[src/design/bfer_pkg.sv]
`default_nettype none

package bfer_pkg;

	// Largest vertex count the memories hold.
	localparam int MAX_VERTICES = 1024;

	// Field widths.
	localparam int VTX_W  = 10;
	localparam int CNT_W  = 11;
	localparam int DIST_W = 31;
	localparam int MODE_W = 2;

	// Configuration port.
	localparam int ADDR_W = 3;
	localparam int DATA_W = 32;

	// Distance code of a vertex that has not been reached.
	localparam logic [DIST_W-1:0] UNREACHED = 31'h7FFF_FFFF;

	// Register reset values.
	localparam logic [CNT_W-1:0] VERTEX_COUNT_RESET  = 11'd1024;
	localparam logic [VTX_W-1:0] SOURCE_VERTEX_RESET = 10'd0;

	// Register index, taken from the word address bit.
	localparam logic REG_VERTEX_COUNT  = 1'b0;
	localparam logic REG_SOURCE_VERTEX = 1'b1;

	// Request modes.
	localparam logic [MODE_W-1:0] MODE_START = 2'd0;
	localparam logic [MODE_W-1:0] MODE_RELAX = 2'd1;
	localparam logic [MODE_W-1:0] MODE_ROUND = 2'd2;
	localparam logic [MODE_W-1:0] MODE_READ  = 2'd3;

	// Sequencer states.
	typedef enum logic [3:0] {
		ST_CLEAR,
		ST_IDLE,
		ST_TAIL,
		ST_HEAD,
		ST_READ,
		ST_SEED_CLR,
		ST_SEED_SET,
		ST_ROUND,
		ST_ROUND_LAST,
		ST_EMIT
	} state_t;

	// Register contents handed to the engine.
	typedef struct packed {
		logic [CNT_W-1:0] vertex_count;
		logic [VTX_W-1:0] source_vertex;
	} cfg_t;

	// Per-vertex status bits.
	typedef struct packed {
		logic reached;
		logic in_now;
		logic in_next;
	} flags_t;

	// Per-vertex distance and predecessor.
	typedef struct packed {
		logic [DIST_W-1:0] path_dist;
		logic [VTX_W-1:0]  parent;
	} entry_t;

	// One result.
	typedef struct packed {
		logic [DIST_W-1:0] distance;
		logic [VTX_W-1:0]  parent;
		logic              has_parent;
		logic              improved;
		logic              newly_active;
		logic [CNT_W-1:0]  round_active;
		logic              finished;
		logic              error;
	} res_t;

endpackage

`default_nettype wire

[src/design/bfer_cfg_regs.sv]
`default_nettype none

// Register file behind the configuration port.
module bfer_cfg_regs import bfer_pkg::*; (
	input  wire logic              clk,
	input  wire logic              arst_n,
	input  wire logic              psel,
	input  wire logic              penable,
	input  wire logic              pwrite,
	input  wire logic [ADDR_W-1:0] paddr,
	input  wire logic [DATA_W-1:0] pwdata,
	output logic      [DATA_W-1:0] prdata,
	output logic                   pready,
	output cfg_t                   cfg
);

	logic [CNT_W-1:0] vertex_count_q;
	logic [VTX_W-1:0] source_vertex_q;
	logic             reg_idx;
	logic             wr_en;

	// Registers are one word apart, so the word bit selects the register.
	assign reg_idx = paddr[ADDR_W-1];
	assign wr_en   = psel && penable && pwrite;
	assign pready  = 1'b1;

	// Register writes.
	always_ff @(posedge clk or negedge arst_n) begin
		if (!arst_n) begin
			vertex_count_q  <= VERTEX_COUNT_RESET;
			source_vertex_q <= SOURCE_VERTEX_RESET;
		end else if (wr_en) begin
			unique case (reg_idx)
				REG_VERTEX_COUNT:  vertex_count_q  <= pwdata[CNT_W-1:0];
				REG_SOURCE_VERTEX: source_vertex_q <= pwdata[VTX_W-1:0];
				default:           vertex_count_q  <= vertex_count_q;
			endcase
		end
	end

	// Read-back mux.
	always_comb begin
		unique case (reg_idx)
			REG_VERTEX_COUNT:  prdata = DATA_W'(vertex_count_q);
			REG_SOURCE_VERTEX: prdata = DATA_W'(source_vertex_q);
			default:           prdata = '0;
		endcase
	end

	assign cfg.vertex_count  = vertex_count_q;
	assign cfg.source_vertex = source_vertex_q;

endmodule

`default_nettype wire

[config.mk]
export PLATFORM = sky130hd
export DESIGN_NAME = bfer_cfg_regs
export DESIGN_NICKNAME = d
export VERILOG_FILES = /design/src/design/bfer_pkg.sv /design/src/design/bfer_cfg_regs.sv
export SDC_FILE = /design/constraint.sdc
export NUM_CORES = 1
export LEC_CHECK = 0
export BUFFER_PORTS_ARGS = -buffer_cell sky130_fd_sc_hd__buf_2
export CORE_MARGIN = 2
export CORE_UTILIZATION = 35
export CTS_CLUSTER_DIAMETER = 100
export DETAILED_ROUTE_END_ITERATION = 16
export PLACE_DENSITY_LB_ADDON = 0.25
export SYNTH_ARGS = -nofsm -noshare
export SYNTH_HDL_FRONTEND = slang
export SYNTH_SLANG_ARGS = --single-unit
export TNS_END_PERCENT = 50
[constraint.sdc]
create_clock -name clk -period 0.8 [get_ports clk]
set_input_delay 0.08 -clock clk [delete_from_list [all_inputs] [get_ports clk]]
set_output_delay 0.08 -clock clk [all_outputs]
set_load 0.02 [all_outputs]
==> results.txt <==
total clock sinks: 21
area share of xor/xnor cells in the synthesized design: 0%
number of maximum-capacitance violations: 0
count of antenna diodes in the layout: 0
met1 track demand over resource: 16.3%
hold depth: 2
global route overflow: 0
RR Endpoint: vertex_count_q[0]
synthesis-stage register bit count: 21
area share of and/or/nand/nor cells after synthesis: 4.45%
path type of the worst setup path: reg2out
Area Overhead vs Synth: 71.3%
count of TritonRoute iterations in the first routing pass: 4
final routed wire length divided by cell count: 14.1 um
FFs w/ async S/R, synth: 100%
final clock skew: 0 ps
fill count: 246
post-layout worst setup margin: -440 ps
max-slew violations: 0
main flop type after synthesis: sky130_fd_sc_hd__dfrtp_1
biggest area contributors in the synthesized netlist: sky130_fd_sc_hd__dfrtp_1 (43%), sky130_fd_sc_hd__mux2_2 (20%), sky130_fd_sc_hd__buf_4 (14%)
Finished Core Util: 63.7%
required time of the critical path: 720 ps
minimum setup slack among reg-to-reg paths: -210 ps
clock network latency to the later pin of the worst-skew pair: 290 ps
Power per Cell Area: 2410 nW/um^2
Antenna Nets Post-Route: 0
Die Area: 3770 sq um
run status: finished, violations left
met2 track demand over resource: 24.6%
total standard cell area after synthesis: 1150 sq um
maximum operating frequency: 806 MHz
Reg clk slew, reported paths: 110 ps
number of failing setup endpoints in the final timing report: 50
adder and majority cell fraction of the synthesized area: 0%
Fin Hold WS: 26.1 ps
distinct cell type count of the synthesized netlist: 11
proportion of synthesized chip area in sequential cells: 45.7%
largest net degree at the start of global routing: 22
wire length of the first global-routing pass: 3.72 mm
path depth of the worst reg2reg path: 3
area share of the leading cell type in the synthesized netlist: 43.4%
hold wc startpoint: pwdata[5]
combinational family with the most area after synthesis: multiplexers
share of cell area taken by muxes after synthesis: 33.5%
count of boundary I/O pins: 94
first element of the critical path: vertex_count_q[0]
input/output buffers: 48
placed wire-length estimate after detailed placement: 1.73 mm
Die Height: 61.4 um
placed cell areas: 1490 sq um
deepest level of the CTS H-tree: 1
worst-path fanout max: 2
Site Rows: 20
count of flip-flops with a built-in enable after synthesis: 0
number of antenna violations at the first check in global routing: 0
worst min path class: in2reg
critical path data arrival time: 1160 ps
average instance area after synthesis: 14.2 sq um
count leader, synth: sky130_fd_sc_hd__buf_4
compound-cell area share of the yosys netlist: 0%
Worst Hold Path EP: vertex_count_q[5]
Yosys warning total: 0
vias in the first global route: 789
core area: 3100 sq um
number of remaining DRC errors: 0
fin crit period: 1240 ps
number of buffers on the longest clock path: 2
unrepaired setup endpoints after global routing: yes
Tcrit/Tclk final: 155%
CP Launch Type: flop
fraction of final layout cells with drive strength greater than 1: 84.4%
nature of the critical path endpoint: primary output
cell taking the most area after synthesis: sky130_fd_sc_hd__dfrtp_1
clock root cell: sky130_fd_sc_hd__clkbuf_4
global routing usage on met3: 2.10%
aggregate routed wire length: 2.87 mm
initial drt markers: 14
worst vdd ir: 0.845 mV
total clock buffers created by CTS: 3
post-layout instance area: 1980 sq um
chip width: 61.4 um
Commonest cells post-synth: sky130_fd_sc_hd__buf_4 (22), sky130_fd_sc_hd__mux2_2 (21), sky130_fd_sc_hd__dfrtp_1 (20), sky130_fd_sc_hd__mux2_4 (10), sky130_fd_sc_hd__conb_1 (2)
violations in the final reports: negative setup slack
vias post-DR: 833
last weighted congestion value of the routability-driven placer: 0.732
cell count after synthesis: 81
busiest layer in global routing: met2
Worst R2R Start: vertex_count_q[0]
number of nets in the layout: 201
TritonCTS clock tree: yes
mean number of vias per cell: 4.08
total global routing track utilization: 14.0%
starting density of the core: 37.2%
final-report hold violation count: 0
leakage component of the power: 0.00103 uW
-- logic make-up after synthesis --
kind of cell	after synthesis
buf+inv	24
flops	21
mux	31
other cells	2
simple gates	3
-- worst max-delay path: stages (launching register included) --
cell	delay, ps
sky130_fd_sc_hd__dfrtp_2	440
sky130_fd_sc_hd__mux2_4	290
sky130_fd_sc_hd__buf_6	130
-- cell type report --
type / count / area [sq um] / area share (%)
repair buffers: 79 / 751 / 38.0
clock buffers: 4 / 26.3 / 1.33
multi-input cells: 56 / 592 / 30.0
flip-flops and latches: 21 / 552 / 27.9
well taps: 44 / 55.1 / 2.79
-- worst max-delay path by stage --
| stage | to | cells after the start |
|---|---|---|
| finish | prdata[0] | 2 |
| global route | prdata[0] | 2 |
| CTS | prdata[1] | 2 |
| detailed placement | source_vertex_q[1] | 4 |
| global placement | source_vertex_q[0] | 4 |
| floorplan | prdata[10] | 1 |
-- routing by layer --
layer / wire [um] / part of all wire (%)
met1: 1100 / 38
met2: 1580 / 55
met3: 153 / 5.3
met4: 34 / 1.2
met5: 0 / 0
-- placed cells by master, fill, tap and decap left out --
| cell type | count |
|---|---|
| sky130_fd_sc_hd__clkbuf_1 | 1 |
| sky130_fd_sc_hd__dfrtp_2 | 20 |
| sky130_fd_sc_hd__conb_1 | 22 |
| sky130_fd_sc_hd__buf_6 | 50 |
| sky130_fd_sc_hd__buf_2 | 19 |
| sky130_fd_sc_hd__buf_4 | 7 |
| sky130_fd_sc_hd__nand4b_4 | 1 |
| sky130_fd_sc_hd__clkbuf_4 | 3 |
| sky130_fd_sc_hd__dlygate4sd3_1 | 2 |
| sky130_fd_sc_hd__dfstp_2 | 1 |
| sky130_fd_sc_hd__nand4_4 | 1 |
| sky130_fd_sc_hd__mux2_2 | 4 |
| sky130_fd_sc_hd__mux2_4 | 27 |
| sky130_fd_sc_hd__buf_12 | 1 |
| sky130_fd_sc_hd__nor2b_4 | 1 |
-- power by group --
part	total (uW)	switching (uW)	internal (uW)	leakage [uW]
combinational	2710	1100	1610	0.000789
clock	502	308	194	0.0000150
sequential	1540	194	1340	0.000229
total	4750	1600	3150	0.00103
-- stage by stage --
| stage | TNS [ps] | power, uW | setup WS [ps] | cells |
|---|---|---|---|---|
| 4_1_cts | -11450 | 4320 | -429 | 195 |
| 3_3_place_gp | -5230 | 3170 | -252 | 176 |
| 2_1_floorplan | -783 | 2720 | -73.8 | 101 |
| 6_report | -11340 | 4750 | -440 | 204 |
| 5_1_grt | -13070 | 5000 | -474 | 204 |
| 3_5_place_dp | -5830 | 3180 | -301 | 176 |
-- sequential cells by signal (all words and copies together) (netlist names) --
name             count
vertex_count_q      11
source_vertex_q     10
-- repair_timing --
item / CTS / global route
buffers inserted: 14 / 15
endpoints found under the hold margin: 20 / 1
setup endpoints to repair: 33 / 53
hold buffers: 1 / 1
resized for setup: 44 / 45
pin swaps: 0 / 0
No activity file was read; power rests on OpenSTA's default activity.
